==> config.mk <==
export PLATFORM = sky130hd
export DESIGN_NAME = rca_front
export DESIGN_NICKNAME = d
export VERILOG_FILES = /design/src/rtl/rca_pkg.sv /design/src/rtl/rca_front.sv
export SDC_FILE = /design/constraint.sdc
export NUM_CORES = 1
export LEC_CHECK = 0
export BUFFER_PORTS_ARGS = -buffer_cell sky130_fd_sc_hd__buf_2
export CORE_MARGIN = 2
export CORE_UTILIZATION = 46
export DETAILED_ROUTE_END_ITERATION = 12
export GPL_TIMING_DRIVEN = 0
export PLACE_DENSITY = 0.67
export SLEW_MARGIN = 5
export SYNTH_ARGS = -nofsm -noshare
export SYNTH_HDL_FRONTEND = slang
export SYNTH_SLANG_ARGS = --single-unit
==> constraint.sdc <==
create_clock -name i_clk -period 11.3 [get_ports i_clk]
set_input_delay 1.13 -clock i_clk [delete_from_list [all_inputs] [get_ports i_clk]]
set_output_delay 1.13 -clock i_clk [all_outputs]
set_load 0.05 [all_outputs]
==> src/rtl/rca_pkg.sv <==
// ----------------------------------------------------------------------------
// rca_pkg: shared types and constants of the RGB16 contrast adjuster
// Item layouts, channel and gain widths, queue depths and operation codes.
// ----------------------------------------------------------------------------
package rca_pkg;

    // Default channel resolution; the ports are always PORT_W bits wide.
    localparam int CHANNEL_BITS_DEF = 16;
    localparam int PORT_W           = 16;

    // Auto gain is unsigned Q8.16.
    localparam int              GAIN_W   = 24;
    localparam int              FRAC_W   = 16;
    localparam logic [GAIN_W-1:0] GAIN_MAX = '1;

    // Contrast factor code that selects auto contrast.
    localparam logic signed [7:0] AUTO_CODE = 8'sh80;

    // Item action codes.
    localparam logic ACT_MEASURE = 1'b0;
    localparam logic ACT_ADJUST  = 1'b1;

    // Queue depths.
    localparam int MQ_DEPTH  = 4;
    localparam int OQ_DEPTH  = 8;
    localparam int OQ_CNT_W  = $clog2(OQ_DEPTH + 1);

    // Classified item handed from the front end to the execution side.
    typedef struct packed {
        logic              action;
        logic              first;
        logic [PORT_W-1:0] red;
        logic [PORT_W-1:0] green;
        logic [PORT_W-1:0] blue;
        logic [PORT_W-1:0] opacity;
        logic [PORT_W-1:0] bright;
    } t_item;

    // Finished pixel waiting in the result queue.
    typedef struct packed {
        logic [PORT_W-1:0] red;
        logic [PORT_W-1:0] green;
        logic [PORT_W-1:0] blue;
        logic [PORT_W-1:0] opacity;
    } t_pixel;

endpackage

==> src/rtl/rca_front.sv <==
// ----------------------------------------------------------------------------
// rca_front: input stage of the contrast adjuster
// Registers each accepted item and works out its brightness floor((r+g+b)/3).
// ----------------------------------------------------------------------------
module rca_front
    import rca_pkg::*;
#(
    parameter int CHANNEL_BITS = CHANNEL_BITS_DEF
) (
    input  logic              i_clk,
    input  logic              i_rst_n,
    input  logic              i_push,
    output logic              o_full,
    input  logic              i_action,
    input  logic              i_first_of_frame,
    input  logic [PORT_W-1:0] i_in_red,
    input  logic [PORT_W-1:0] i_in_green,
    input  logic [PORT_W-1:0] i_in_blue,
    input  logic [PORT_W-1:0] i_in_opacity,
    input  logic              i_q_full,
    output logic              o_q_push,
    output t_item             o_q_item
);

    localparam int CB      = CHANNEL_BITS;
    localparam int SUM_W   = CB + 2;
    localparam int DIV3_SH = CB + 3;
    localparam int RCP3_W  = CB + 2;
    localparam int PROD_W  = SUM_W + RCP3_W;
    // ceil(2^DIV3_SH / 3): exact floor division by three for any sum below 2^SUM_W.
    localparam logic [RCP3_W-1:0] RCP3 = RCP3_W'(((64'd1 << DIV3_SH) + 64'd2) / 64'd3);

    logic              r_v;
    logic              r_action;
    logic              r_first;
    logic [CB-1:0]     r_red;
    logic [CB-1:0]     r_green;
    logic [CB-1:0]     r_blue;
    logic [PORT_W-1:0] r_opacity;
    logic              accept;
    logic [SUM_W-1:0]  sum;
    logic [PROD_W-1:0] prod;
    logic [CB-1:0]     bright;

    assign o_full   = r_v && i_q_full;
    assign accept   = i_push && !o_full;
    assign o_q_push = r_v && !i_q_full;

    assign sum    = SUM_W'(r_red) + SUM_W'(r_green) + SUM_W'(r_blue);
    assign prod   = PROD_W'(sum) * PROD_W'(RCP3);
    assign bright = prod[DIV3_SH+CB-1:DIV3_SH];

    always_comb begin
        o_q_item         = '0;
        o_q_item.action  = r_action;
        o_q_item.first   = r_first;
        o_q_item.red     = PORT_W'(r_red);
        o_q_item.green   = PORT_W'(r_green);
        o_q_item.blue    = PORT_W'(r_blue);
        o_q_item.opacity = r_opacity;
        o_q_item.bright  = PORT_W'(bright);
    end

    always_ff @(posedge i_clk) begin
        if (!i_rst_n) begin
            r_v <= 1'b0;
        end else if (accept) begin
            r_v <= 1'b1;
        end else if (o_q_push) begin
            r_v <= 1'b0;
        end
    end

    always_ff @(posedge i_clk) begin
        if (accept) begin
            r_action  <= i_action;
            r_first   <= i_first_of_frame;
            r_red     <= i_in_red[CB-1:0];
            r_green   <= i_in_green[CB-1:0];
            r_blue    <= i_in_blue[CB-1:0];
            r_opacity <= i_in_opacity;
        end
    end

endmodule

==> report_table.html, run 1 <==
<table>
<tr><th>Metric</th><th>Value</th></tr>
<tr><th colspan="2">CTS</th></tr>
<tr><td>CTS clock-pin slew for the worst setup and hold paths</td><td>0.06 ns</td></tr>
<tr><td>Hold-fix buffers at CTS</td><td>0</td></tr>
<tr><td>Source-to-sink clock delay at the later pin of the worst-skew pair</td><td>0.32 ns</td></tr>
<tr><td>Num CTS Buffers</td><td>9</td></tr>
<tr><td>CTS tree</td><td>done</td></tr>
<tr><td>Number of gates resized after cts</td><td>0</td></tr>
<tr><td>Buffer cell driving the clock tree root</td><td>clkbuf_16</td></tr>
<tr><td>Maximum count of clock buffers along a single path</td><td>2</td></tr>
<tr><td>H-tree Lvls</td><td>3</td></tr>
<tr><td>Sinks on Clock Net</td><td>67</td></tr>
<tr><td>Post-CTS Setup Bufs</td><td>0</td></tr>
<tr><th colspan="2">Worst setup path</th></tr>
<tr><td>Worst-path cell with the longest stage delay</td><td>xnor2_1</td></tr>
<tr><td>Crit path max fanout</td><td>10</td></tr>
<tr><td>Largest incremental delay on the critical path</td><td>0.90 ns</td></tr>
<tr><td>Data arrival time of the critical path</td><td>9.19 ns</td></tr>
<tr><td>Required arrival time at the worst endpoint</td><td>10.17 ns</td></tr>
<tr><td>Kind of start point of the critical path</td><td>register</td></tr>
<tr><td>Kind of capture point of the worst setup path</td><td>primary output</td></tr>
<tr><td>Crit Path Category</td><td>register to primary output</td></tr>
<tr><td>Cell type with the highest occurrence count on the critical path</td><td>inv_1</td></tr>
<tr><th colspan="2">Drt</th></tr>
<tr><td>Final wirelength</td><td>17,800 um</td></tr>
<tr><td>Via count</td><td>6,063</td></tr>
<tr><td>Number of DRC markers after the initial detailed-route iteration</td><td>188</td></tr>
<tr><td>Wirelength per Cell</td><td>13.9 um</td></tr>
<tr><td>Avg Vias per Cell</td><td>4.74</td></tr>
<tr><td>Number of DRC violations after detailed routing</td><td>0</td></tr>
<tr><td>1st-pass router iterations</td><td>6</td></tr>
<tr><td>Number of nets with antenna violations after routing</td><td>0</td></tr>
<tr><th colspan="2">Placement</th></tr>
<tr><td>IO Port Bufs</td><td>153</td></tr>
<tr><td>Post-DP HPWL</td><td>15,600 um</td></tr>
<tr><td>Final weighted congestion in routability-driven placement</td><td>0.888</td></tr>
<tr><td>Instance area at placement</td><td>0.0101 mm2</td></tr>
<tr><th colspan="2">Yosys</th></tr>
<tr><td>Dominant synthesized flop cell</td><td>edfxtp_1</td></tr>
<tr><td>Mean area per synthesized cell</td><td>10.7 um2</td></tr>
<tr><td>Sequential share of the synthesized area</td><td>22.2%</td></tr>
<tr><td>Warnings from Yosys</td><td>0</td></tr>
<tr><td>Syn Std Cell Area</td><td>0.00902 mm2</td></tr>
<tr><td>Count of distinct cell types in the synthesized netlist</td><td>50</td></tr>
<tr><td>Synth Net Count</td><td>1,199</td></tr>
<tr><td>Post-Synthesis Cells</td><td>844</td></tr>
<tr><td>Asr flop ratio synth</td><td>0%</td></tr>
<tr><td>#FFs+latches synth</td><td>67</td></tr>
<tr><td>EDFF count, synth</td><td>66</td></tr>
<tr><th colspan="2">Finish</th></tr>
<tr><td>Share of the core filled with cells in the final layout</td><td>54.0%</td></tr>
<tr><td>Relative area change from synthesis to final layout</td><td>15.7%</td></tr>
<tr><td>Most common cell after layout, fill and taps aside</td><td>inv_1</td></tr>
<tr><td>Most frequent cells in the layout</td><td>inv_1 (248), ha_1 (164), buf_2 (153)</td></tr>
<tr><td>NumNets Final</td><td>1,364</td></tr>
<tr><td>Count of fill cells added during filler insertion</td><td>1,703</td></tr>
<tr><td>Final Instance Area</td><td>0.0104 mm2</td></tr>
<tr><td>Fraction of final layout cells with drive strength greater than 1</td><td>18.2%</td></tr>
<tr><td>Number of diodes</td><td>0</td></tr>
<tr><th colspan="2">Timing</th></tr>
<tr><td>Final min period</td><td>10.32 ns</td></tr>
<tr><td>Number of hold violations in the final report</td><td>0</td></tr>
<tr><td>Aggregate negative setup slack</td><td>0 ns</td></tr>
<tr><td>Setup repair after global routing missed its margin</td><td>no</td></tr>
<tr><td>Achievable Freq</td><td>96.9 MHz</td></tr>
<tr><td>Slew Limit Fails</td><td>0</td></tr>
<tr><td>Worst setup skew after layout</td><td>0.00745 ns</td></tr>
<tr><td>Worst rel slew slack</td><td>23.4%</td></tr>
<tr><td>Final setup vio count</td><td>0</td></tr>
<tr><td>Tcrit/Tclk final</td><td>91.4%</td></tr>
<tr><td>Hold slack</td><td>0.700 ns</td></tr>
<tr><td>Worst-margin pin slew</td><td>1.14 ns</td></tr>
<tr><th colspan="2">Floorplanning</th></tr>
<tr><td>Effective utilization at floorplan</td><td>46.6%</td></tr>
<tr><td>Die Ht</td><td>144 um</td></tr>
<tr><td>Standard-cell rows</td><td>51</td></tr>
<tr><td>Placeable core area</td><td>0.0193 mm2</td></tr>
<tr><td>Die outline area</td><td>0.0207 mm2</td></tr>
<tr><td>IO Pins</td><td>154</td></tr>
<tr><td>Die Width</td><td>144 um</td></tr>
<tr><th colspan="2">Min path</th></tr>
<tr><td>HP Class</td><td>register to register</td></tr>
<tr><th colspan="2">Global route</th></tr>
<tr><td>GRT Total Usage</td><td>17.6%</td></tr>
<tr><td>Largest net degree at the start of global routing</td><td>35</td></tr>
<tr><td>Aggregate global routing overflow</td><td>0</td></tr>
<tr><td>Number of global-route vias before repair</td><td>6,082</td></tr>
<tr><td>Global-route wire length before repair</td><td>28,700 um</td></tr>
<tr><td>Antenna violations before repair</td><td>0</td></tr>
<tr><th colspan="2">Job</th></tr>
<tr><td>Max-cap violation count</td><td>0</td></tr>
<tr><th colspan="2">Status</th></tr>
<tr><td>Outcome</td><td>complete, no violations</td></tr>
</table>
[flip-flops by register name (all words and copies together), names as in the netlist]
register	flops
r_red	16
r_action	1
r_opacity	16
r_v	1
r_green	16
r_blue	16
r_first	1
[stage by stage]
stage               setup WS [ns]  std cells
global placement             1.42       1262
detailed placement           1.32       1263
global route                0.373       1279
finish                      0.977       1279
CTS                         0.924       1279
floorplan                    1.79        844
[path summary, 6_finish.rpt]
check                  start      endpoint  slack [ns]  cells past startpoint
setup / recovery  r_green[1]  o_q_item[15]        0.98                     33
hold / removal           r_v           r_v        0.70                      2
setup reg to reg         r_v    r_green[7]        9.46                      3
hold reg to reg          r_v           r_v        0.70                      2
[final cells by class]
| type | count | area, um2 | share of cell area (%) |
|---|---|---|---|
| Clock inverter | 6 | 65.1 | 0.623 |
| Timing Repair Buffer | 154 | 786 | 7.53 |
| Multi-Input combinational cell | 523 | 6060 | 58.1 |
| Clock buffer | 10 | 229 | 2.19 |
| Sequential cell | 67 | 2000 | 19.2 |
| Buffer | 6 | 30.0 | 0.288 |
| Tap cell | 265 | 332 | 3.18 |
| Inverter | 248 | 931 | 8.92 |
[critical path: cells and delay by family (launching register included)]
family	cells	cell delay, ns
xor+xnor	3	1.34
flops	1	0.38
buf+inv	8	0.71
fa+ha+maj	9	3.80
simple gates	3	0.35
compound gates	10	2.28
[cells in the mapped netlist, types with 2 or more instances]
cell type	n	area [um2]
a211oi_1	2	15.0
nor3b_1	2	15.0
nor2_1	16	60.1
o22ai_1	2	12.5
a41oi_1	2	17.5
a31oi_1	7	43.8
o31ai_2	2	25.0
nand2b_1	4	25.0
o211ai_1	5	37.5
o21ai_1	2	10.0
edfxtp_1	66	1980
and2_1	6	37.5
o2111ai_1	2	17.5
o21bai_1	3	22.5
ha_1	164	2050
o21ai_0	13	65.1
a21o_1	16	120
nand4_1	3	18.8
nand2_1	26	97.6
inv_1	248	931
clkbuf_1	3	11.3
buf_4	2	15.0
o21a_1	7	52.6
fa_1	121	2420
nor2b_1	4	25.0
a21oi_1	39	195
xor2_1	18	158
xnor2_1	28	245
nand3_1	9	45.0
and3_1	2	12.5
[layer usage]
metal	wire length, um	track usage, %	part of all wire [%]	vias to the layer above
li1	-	-	-	3040
met1	8170	24.5	46	2887
met2	8520	29.0	48	117
met3	862	3.21	4.8	19
met4	227	3.46	1.3	0
met5	0	0	0	-
[cell families after synthesis]
kind of cell | count (synthesis) | share of synthesized area (%)
xor+xnor | 48 | 4.95
fa+ha+maj | 285 | 49.6
flops | 67 | 22.2
buf+inv | 254 | 10.7
compound gates | 114 | 8.56
simple gates | 76 | 4.02
Power of run 1 is left out: the tool's default activity adds up to more than one toggle a clock period on the data nets, which glitch-free logic cannot reach.
==> run 2, diff against run 1 <==
--- a/config.mk
+++ b/config.mk
@@ -5,7 +5,9 @@
 export SDC_FILE = /design/constraint.sdc
 export NUM_CORES = 1
 export LEC_CHECK = 0
+export ABC_AREA = 1
 export BUFFER_PORTS_ARGS = -buffer_cell sky130_fd_sc_hd__buf_2
+export CAP_MARGIN = 15
 export CORE_MARGIN = 2
 export CORE_UTILIZATION = 46
 export DETAILED_ROUTE_END_ITERATION = 12
==> report_table.html, run 2 <==
<table>
<tr><th>Metric</th><th>Value</th></tr>
<tr><th colspan="2">Status</th></tr>
<tr><td>Outcome</td><td>complete, no violations</td></tr>
<tr><th colspan="2">CTS</th></tr>
<tr><td>H-tree Lvls</td><td>3</td></tr>
<tr><td>Source-to-sink clock delay at the later pin of the worst-skew pair</td><td>0.33 ns</td></tr>
<tr><td>Maximum count of clock buffers along a single path</td><td>2</td></tr>
<tr><td>Sinks on Clock Net</td><td>67</td></tr>
<tr><td>CTS clock-pin slew for the worst setup and hold paths</td><td>0.06 ns</td></tr>
<tr><td>Post-CTS Setup Bufs</td><td>0</td></tr>
<tr><td>Number of gates resized after cts</td><td>0</td></tr>
<tr><td>Buffer cell driving the clock tree root</td><td>clkbuf_16</td></tr>
<tr><td>Hold-fix buffers at CTS</td><td>0</td></tr>
<tr><td>Num CTS Buffers</td><td>9</td></tr>
<tr><td>CTS tree</td><td>done</td></tr>
<tr><th colspan="2">Yosys</th></tr>
<tr><td>#FFs+latches synth</td><td>67</td></tr>
<tr><td>Cell with the most instances after synthesis</td><td>inv_1</td></tr>
<tr><td>Sequential share of the synthesized area</td><td>19.7%</td></tr>
<tr><td>Syn Std Cell Area</td><td>0.0101 mm2</td></tr>
<tr><td>Portion of synthesized cell area occupied by the leading cell type</td><td>23.9%</td></tr>
<tr><td>Warnings from Yosys</td><td>0</td></tr>
<tr><td>Dominant synthesized flop cell</td><td>edfxtp_1</td></tr>
<tr><td>EDFF count, synth</td><td>66</td></tr>
<tr><td>Asr flop ratio synth</td><td>0%</td></tr>
<tr><td>Most frequent cells after synthesis</td><td>inv_1 (375), nand2_1 (317), ha_1 (164), fa_1 (121), edfxtp_1 (66)</td></tr>
<tr><td>Mean area per synthesized cell</td><td>8.14 um2</td></tr>
<tr><td>Post-Synthesis Cells</td><td>1,246</td></tr>
<tr><td>Synth Net Count</td><td>1,601</td></tr>
<tr><td>Leading area contributor after synthesis</td><td>fa_1</td></tr>
<tr><td>Count of distinct cell types in the synthesized netlist</td><td>31</td></tr>
<tr><td>Most area-consuming cells after synthesis</td><td>fa_1 (24%), ha_1 (20%), edfxtp_1 (20%)</td></tr>
<tr><th colspan="2">Floorplanning</th></tr>
<tr><td>Standard-cell rows</td><td>54</td></tr>
<tr><td>Effective utilization at floorplan</td><td>46.6%</td></tr>
<tr><td>Die outline area</td><td>0.0233 mm2</td></tr>
<tr><td>Die Width</td><td>153 um</td></tr>
<tr><td>Die Ht</td><td>153 um</td></tr>
<tr><td>IO Pins</td><td>154</td></tr>
<tr><td>Placeable core area</td><td>0.0218 mm2</td></tr>
<tr><th colspan="2">Worst setup path</th></tr>
<tr><td>Crit path max-delay family</td><td>adder cells</td></tr>
<tr><td>Largest incremental delay on the critical path</td><td>0.73 ns</td></tr>
<tr><td>Crit path max fanout</td><td>6</td></tr>
<tr><td>Length in cells of the worst reg-to-reg path</td><td>4</td></tr>
<tr><td>Worst-path cell with the longest stage delay</td><td>xnor2_1</td></tr>
<tr><td>Beginning of the worst register-to-register path</td><td>r_v</td></tr>
<tr><td>Internal reg-to-reg setup slack</td><td>9.53 ns</td></tr>
<tr><td>Data arrival time of the critical path</td><td>7.97 ns</td></tr>
<tr><td>Kind of start point of the critical path</td><td>register</td></tr>
<tr><td>Required arrival time at the worst endpoint</td><td>10.17 ns</td></tr>
<tr><td>Number of buffer and inverter stages on the critical path</td><td>9</td></tr>
<tr><td>Kind of capture point of the worst setup path</td><td>primary output</td></tr>
<tr><td>Crit Path Category</td><td>register to primary output</td></tr>
<tr><td>Critical register-to-register path endpoint</td><td>r_blue[4]</td></tr>
<tr><th colspan="2">Drt</th></tr>
<tr><td>Number of DRC violations after detailed routing</td><td>0</td></tr>
<tr><td>Avg Vias per Cell</td><td>4.68</td></tr>
<tr><td>Wirelength per Cell</td><td>13.3 um</td></tr>
<tr><td>Number of nets with antenna violations after routing</td><td>0</td></tr>
<tr><td>Number of DRC markers after the initial detailed-route iteration</td><td>226</td></tr>
<tr><td>Via count</td><td>7,932</td></tr>
<tr><td>1st-pass router iterations</td><td>4</td></tr>
<tr><td>Final wirelength</td><td>22,500 um</td></tr>
<tr><th colspan="2">Timing</th></tr>
<tr><td>Final critical-path setup slack</td><td>2.20 ns</td></tr>
<tr><td>Number of hold violations in the final report</td><td>0</td></tr>
<tr><td>Worst rel slew slack</td><td>37.9%</td></tr>
<tr><td>Worst setup skew after layout</td><td>0.00566 ns</td></tr>
<tr><td>Final setup vio count</td><td>0</td></tr>
<tr><td>Worst-margin pin slew</td><td>0.925 ns</td></tr>
<tr><td>Tcrit/Tclk final</td><td>80.5%</td></tr>
<tr><td>Final min period</td><td>9.10 ns</td></tr>
<tr><td>Achievable Freq</td><td>110 MHz</td></tr>
<tr><td>Slew Limit Fails</td><td>0</td></tr>
<tr><td>Aggregate negative setup slack</td><td>0 ns</td></tr>
<tr><td>Setup repair after global routing missed its margin</td><td>no</td></tr>
<tr><th colspan="2">Job</th></tr>
<tr><td>Max-cap violation count</td><td>0</td></tr>
<tr><th colspan="2">Finish</th></tr>
<tr><td>Most frequent cells in the layout</td><td>inv_1 (375), nand2_1 (317), ha_1 (164)</td></tr>
<tr><td>NumNets Final</td><td>1,766</td></tr>
<tr><td>Multi-input combinational cell area</td><td>0.00672 mm2</td></tr>
<tr><td>Relative area change from synthesis to final layout</td><td>14.2%</td></tr>
<tr><td>Most common cell after layout, fill and taps aside</td><td>inv_1</td></tr>
<tr><td>Fraction of final layout cells with drive strength greater than 1</td><td>12.9%</td></tr>
<tr><td>Count of fill cells added during filler insertion</td><td>2,095</td></tr>
<tr><td>Register Area</td><td>0.00200 mm2</td></tr>
<tr><td>Number of diodes</td><td>0</td></tr>
<tr><th colspan="2">Global route</th></tr>
<tr><td>Largest net degree at the start of global routing</td><td>35</td></tr>
<tr><td>Number of global-route vias before repair</td><td>8,407</td></tr>
<tr><td>GRT Total Usage</td><td>20.1%</td></tr>
<tr><td>Aggregate global routing overflow</td><td>0</td></tr>
<tr><td>Global-route wire length before repair</td><td>38,000 um</td></tr>
<tr><td>Antenna violations before repair</td><td>0</td></tr>
<tr><th colspan="2">Placement</th></tr>
<tr><td>Post-DP HPWL</td><td>20,100 um</td></tr>
<tr><td>IO Port Bufs</td><td>153</td></tr>
<tr><td>Final weighted congestion in routability-driven placement</td><td>0.917</td></tr>
<tr><td>Worst slack at placement</td><td>2.57 ns</td></tr>
<tr><th colspan="2">Min path</th></tr>
<tr><td>Startpoint of the most critical hold path</td><td>r_v</td></tr>
<tr><td>HP Class</td><td>register to register</td></tr>
<tr><td>Worst hold endpoint</td><td>r_v</td></tr>
<tr><td>Cells on Worst Hold Path</td><td>2</td></tr>
</table>
[run 2: cell count changes after synthesis, moves of 11 or more]
cell / before / now
xor2_1: 18 / 7
nand2_1: 26 / 317
nand3_1: 9 / 50
inv_1: 248 / 375
nor2_1: 16 / 54
xnor2_1: 28 / 6
a21o_1: 16 / 2
[run 2: worst reg2reg max path, delay by kind of cell, from the launching register on]
family	cells	cell delay, ns
and+or+nand+nor	2	0.76
DFF	1	0.31
buffers and inverters	2	0.37
[run 2: worst max path at each step]
stage	from	end	depth (start not counted)
after detailed placement	r_red[1]	o_q_item[15]	31
final	r_green[1]	o_q_item[15]	32
after floorplan	r_blue[1]	o_q_item[10]	33
after CTS	r_red[1]	o_q_item[15]	31
after global placement	r_blue[1]	o_q_item[11]	32
after global routing	r_green[1]	o_q_item[10]	32
[run 2: area by class of cell]
cell class | count | area share (%)
inverter | 376 | 12.2
clock buffer | 9 | 1.94
timing repair buffer | 154 | 6.78
clock inverter | 7 | 0.658
buffer | 3 | 0.173
tap | 280 | 3.02
sequential | 67 | 17.3
multi-input combinational | 800 | 58.0
[run 2: routing by layer]
metal	global-route usage, %	share of wire (%)	up-vias
met1	24.7	45	3633
met2	35.8	47	192
met5	0	0	-
li1	-	-	4070
met4	6.31	2.6	0
met3	3.61	5.2	37
[run 2: logic make-up (layout without fill, tap and decap cells)]
family | Yosys count | count (layout) | share of synthesized area, %
buf+inv | 379 | 549 | 14.1
fa+ha+maj | 285 | 285 | 44.1
xor+xnor | 14 | 14 | 1.28
simple gates | 448 | 448 | 17.9
compound gates | 53 | 53 | 2.95
flops | 67 | 67 | 19.7
[run 2: stage by stage]
| stage | instances | area (um2) | hold WS (ns) | utilization, % |
|---|---|---|---|---|
| global placement | 1679 | 11300 | 0.471 | 51.8 |
| detailed placement | 1680 | 11300 | 0.494 | 51.9 |
| global route | 1696 | 11600 | 0.544 | 53.3 |
| finish | 1696 | 11600 | 0.505 | 53.3 |
| floorplan | 1246 | 10100 | 0.463 | - |
| CTS | 1696 | 11600 | 0.506 | 53.3 |
Power of run 2 is left out for the same reason.
==> run 3, diff against run 2 <==
==> constraint.sdc (replaced) <==
create_clock -name i_clk -period 9.15 [get_ports i_clk]
set_input_delay 0.915 -clock i_clk [delete_from_list [all_inputs] [get_ports i_clk]]
set_output_delay 0.915 -clock i_clk [all_outputs]
set_load 0.05 [all_outputs]
==> report_table.html, run 3 (same netlist as run 2, synthesis figures left out) <==
<table>
<tr><th>Metric</th><th>Value</th></tr>
<tr><th colspan="2">Worst setup path</th></tr>
<tr><td>Length in cells of the worst reg-to-reg path</td><td>4</td></tr>
<tr><td>Internal reg-to-reg setup slack</td><td>7.38 ns</td></tr>
<tr><td>Crit path max fanout</td><td>6</td></tr>
<tr><td>Required arrival time at the worst endpoint</td><td>8.24 ns</td></tr>
<tr><td>Largest incremental delay on the critical path</td><td>0.56 ns</td></tr>
<tr><td>Worst-path cell with the longest stage delay</td><td>fa_1</td></tr>
<tr><td>Crit Path Category</td><td>register to primary output</td></tr>
<tr><td>Kind of capture point of the worst setup path</td><td>primary output</td></tr>
<tr><td>Data arrival time of the critical path</td><td>7.68 ns</td></tr>
<tr><td>Beginning of the worst register-to-register path</td><td>r_v</td></tr>
<tr><td>Critical register-to-register path endpoint</td><td>r_blue[4]</td></tr>
<tr><td>Kind of start point of the critical path</td><td>register</td></tr>
<tr><th colspan="2">Floorplanning</th></tr>
<tr><td>IO Pins</td><td>154</td></tr>
<tr><td>Die Width</td><td>153 um</td></tr>
<tr><td>Effective utilization at floorplan</td><td>46.6%</td></tr>
<tr><td>Die outline area</td><td>0.0233 mm2</td></tr>
<tr><td>Die Ht</td><td>153 um</td></tr>
<tr><td>Standard-cell rows</td><td>54</td></tr>
<tr><td>Placeable core area</td><td>0.0218 mm2</td></tr>
<tr><th colspan="2">Finish</th></tr>
<tr><td>Relative area change from synthesis to final layout</td><td>14.5%</td></tr>
<tr><td>NumNets Final</td><td>1,766</td></tr>
<tr><td>Number of diodes</td><td>0</td></tr>
<tr><td>Final Instance Area</td><td>0.0116 mm2</td></tr>
<tr><td>Fraction of final layout cells with drive strength greater than 1</td><td>13.3%</td></tr>
<tr><td>Most frequent cells in the layout</td><td>inv_1 (374), nand2_1 (317), ha_1 (164)</td></tr>
<tr><td>Most common cell after layout, fill and taps aside</td><td>inv_1</td></tr>
<tr><th colspan="2">Timing</th></tr>
<tr><td>Tcrit/Tclk final</td><td>93.9%</td></tr>
<tr><td>Worst-margin pin slew</td><td>0.904 ns</td></tr>
<tr><td>Achievable Freq</td><td>116 MHz</td></tr>
<tr><td>Setup repair after global routing missed its margin</td><td>no</td></tr>
<tr><td>Number of hold violations in the final report</td><td>0</td></tr>
<tr><td>Worst rel slew slack</td><td>39.6%</td></tr>
<tr><td>Final min period</td><td>8.59 ns</td></tr>
<tr><td>Aggregate negative setup slack</td><td>0 ns</td></tr>
<tr><td>Worst setup skew after layout</td><td>0.00566 ns</td></tr>
<tr><td>Slew Limit Fails</td><td>0</td></tr>
<tr><td>Final setup vio count</td><td>0</td></tr>
<tr><th colspan="2">Drt</th></tr>
<tr><td>Number of DRC violations after detailed routing</td><td>0</td></tr>
<tr><td>Avg Vias per Cell</td><td>4.67</td></tr>
<tr><td>Final wirelength</td><td>22,500 um</td></tr>
<tr><td>Number of nets with antenna violations after routing</td><td>0</td></tr>
<tr><td>Wirelength per Cell</td><td>13.2 um</td></tr>
<tr><td>Via count</td><td>7,915</td></tr>
<tr><td>Number of DRC markers after the initial detailed-route iteration</td><td>202</td></tr>
<tr><td>1st-pass router iterations</td><td>5</td></tr>
<tr><th colspan="2">CTS</th></tr>
<tr><td>Post-CTS Setup Bufs</td><td>0</td></tr>
<tr><td>Maximum count of clock buffers along a single path</td><td>2</td></tr>
<tr><td>Source-to-sink clock delay at the later pin of the worst-skew pair</td><td>0.33 ns</td></tr>
<tr><td>H-tree Lvls</td><td>3</td></tr>
<tr><td>CTS tree</td><td>done</td></tr>
<tr><td>Sinks on Clock Net</td><td>67</td></tr>
<tr><td>Number of gates resized after cts</td><td>0</td></tr>
<tr><td>Num CTS Buffers</td><td>9</td></tr>
<tr><td>CTS clock-pin slew for the worst setup and hold paths</td><td>0.06 ns</td></tr>
<tr><td>Buffer cell driving the clock tree root</td><td>clkbuf_16</td></tr>
<tr><td>Hold-fix buffers at CTS</td><td>0</td></tr>
<tr><th colspan="2">Global route</th></tr>
<tr><td>Largest net degree at the start of global routing</td><td>35</td></tr>
<tr><td>Number of global-route vias before repair</td><td>8,407</td></tr>
<tr><td>Global-route wire length before repair</td><td>38,000 um</td></tr>
<tr><td>Antenna violations before repair</td><td>0</td></tr>
<tr><td>Aggregate global routing overflow</td><td>0</td></tr>
<tr><td>GRT Total Usage</td><td>20.1%</td></tr>
<tr><th colspan="2">Placement</th></tr>
<tr><td>Instance area at placement</td><td>0.0113 mm2</td></tr>
<tr><td>Post-DP HPWL</td><td>20,100 um</td></tr>
<tr><td>IO Port Bufs</td><td>153</td></tr>
<tr><td>Final weighted congestion in routability-driven placement</td><td>0.917</td></tr>
<tr><th colspan="2">Min path</th></tr>
<tr><td>Cells on Worst Hold Path</td><td>2</td></tr>
<tr><td>Worst hold endpoint</td><td>r_v</td></tr>
<tr><td>Startpoint of the most critical hold path</td><td>r_v</td></tr>
<tr><td>HP Class</td><td>register to register</td></tr>
<tr><th colspan="2">Job</th></tr>
<tr><td>Max-cap violation count</td><td>0</td></tr>
<tr><th colspan="2">Status</th></tr>
<tr><td>Outcome</td><td>complete, no violations</td></tr>
</table>
run 3: critical path, delay by kind of cell (launching register included):
kind	cells	cell delay [ns]
AO/OA/AOI/OAI	1	0.22
AND/OR/NAND/NOR	11	1.07
flip-flops	1	0.38
adder cells (fa/ha/maj)	10	4.32
XOR/XNOR	2	0.39
buffers and inverters	10	0.95
run 3: how the worst max path moves through the flow:
stage / start / to / cells past startpoint
2_1_floorplan: r_blue[1] / o_q_item[10] / 33
3_3_place_gp: r_blue[1] / o_q_item[11] / 32
3_5_place_dp: r_red[1] / o_q_item[15] / 31
4_1_cts: r_red[1] / o_q_item[15] / 31
5_1_grt: r_green[1] / o_q_item[10] / 34
6_report: r_green[1] / o_q_item[15] / 34
run 3: metrics by stage:
step | utilization (%) | hold WS (ns) | setup slack (ns) | cells
after floorplan | - | 0.463 | 1.04 | 1246
after global placement | 51.8 | 0.471 | 0.689 | 1679
after detailed placement | 51.9 | 0.494 | 0.632 | 1680
after CTS | 53.3 | 0.506 | 0.233 | 1696
after global routing | 53.4 | 0.544 | 0.0313 | 1696
final | 53.4 | 0.505 | 0.556 | 1696
run 3: area by class of cell:
cell class | count | area [um2]
flip-flops and latches | 67 | 2000
multi-input cells | 800 | 6750
inverters | 376 | 1410
clock buffers | 9 | 225
well taps | 280 | 350
repair buffers | 154 | 791
fillers | 2091 | 10100
plain buffers | 3 | 20.0
clock inverters | 7 | 76.3
run 3: routing by layer:
| metal | vias to the layer above | GRT usage [%] | part of all wire, % |
|---|---|---|---|
| met4 | 0 | 6.31 | 2.8 |
| met5 | - | 0 | 0 |
| met2 | 179 | 35.8 | 47 |
| li1 | 4069 | - | - |
| met3 | 38 | 3.61 | 4.9 |
| met1 | 3629 | 24.7 | 45 |
Power of run 3 is left out for the same reason.
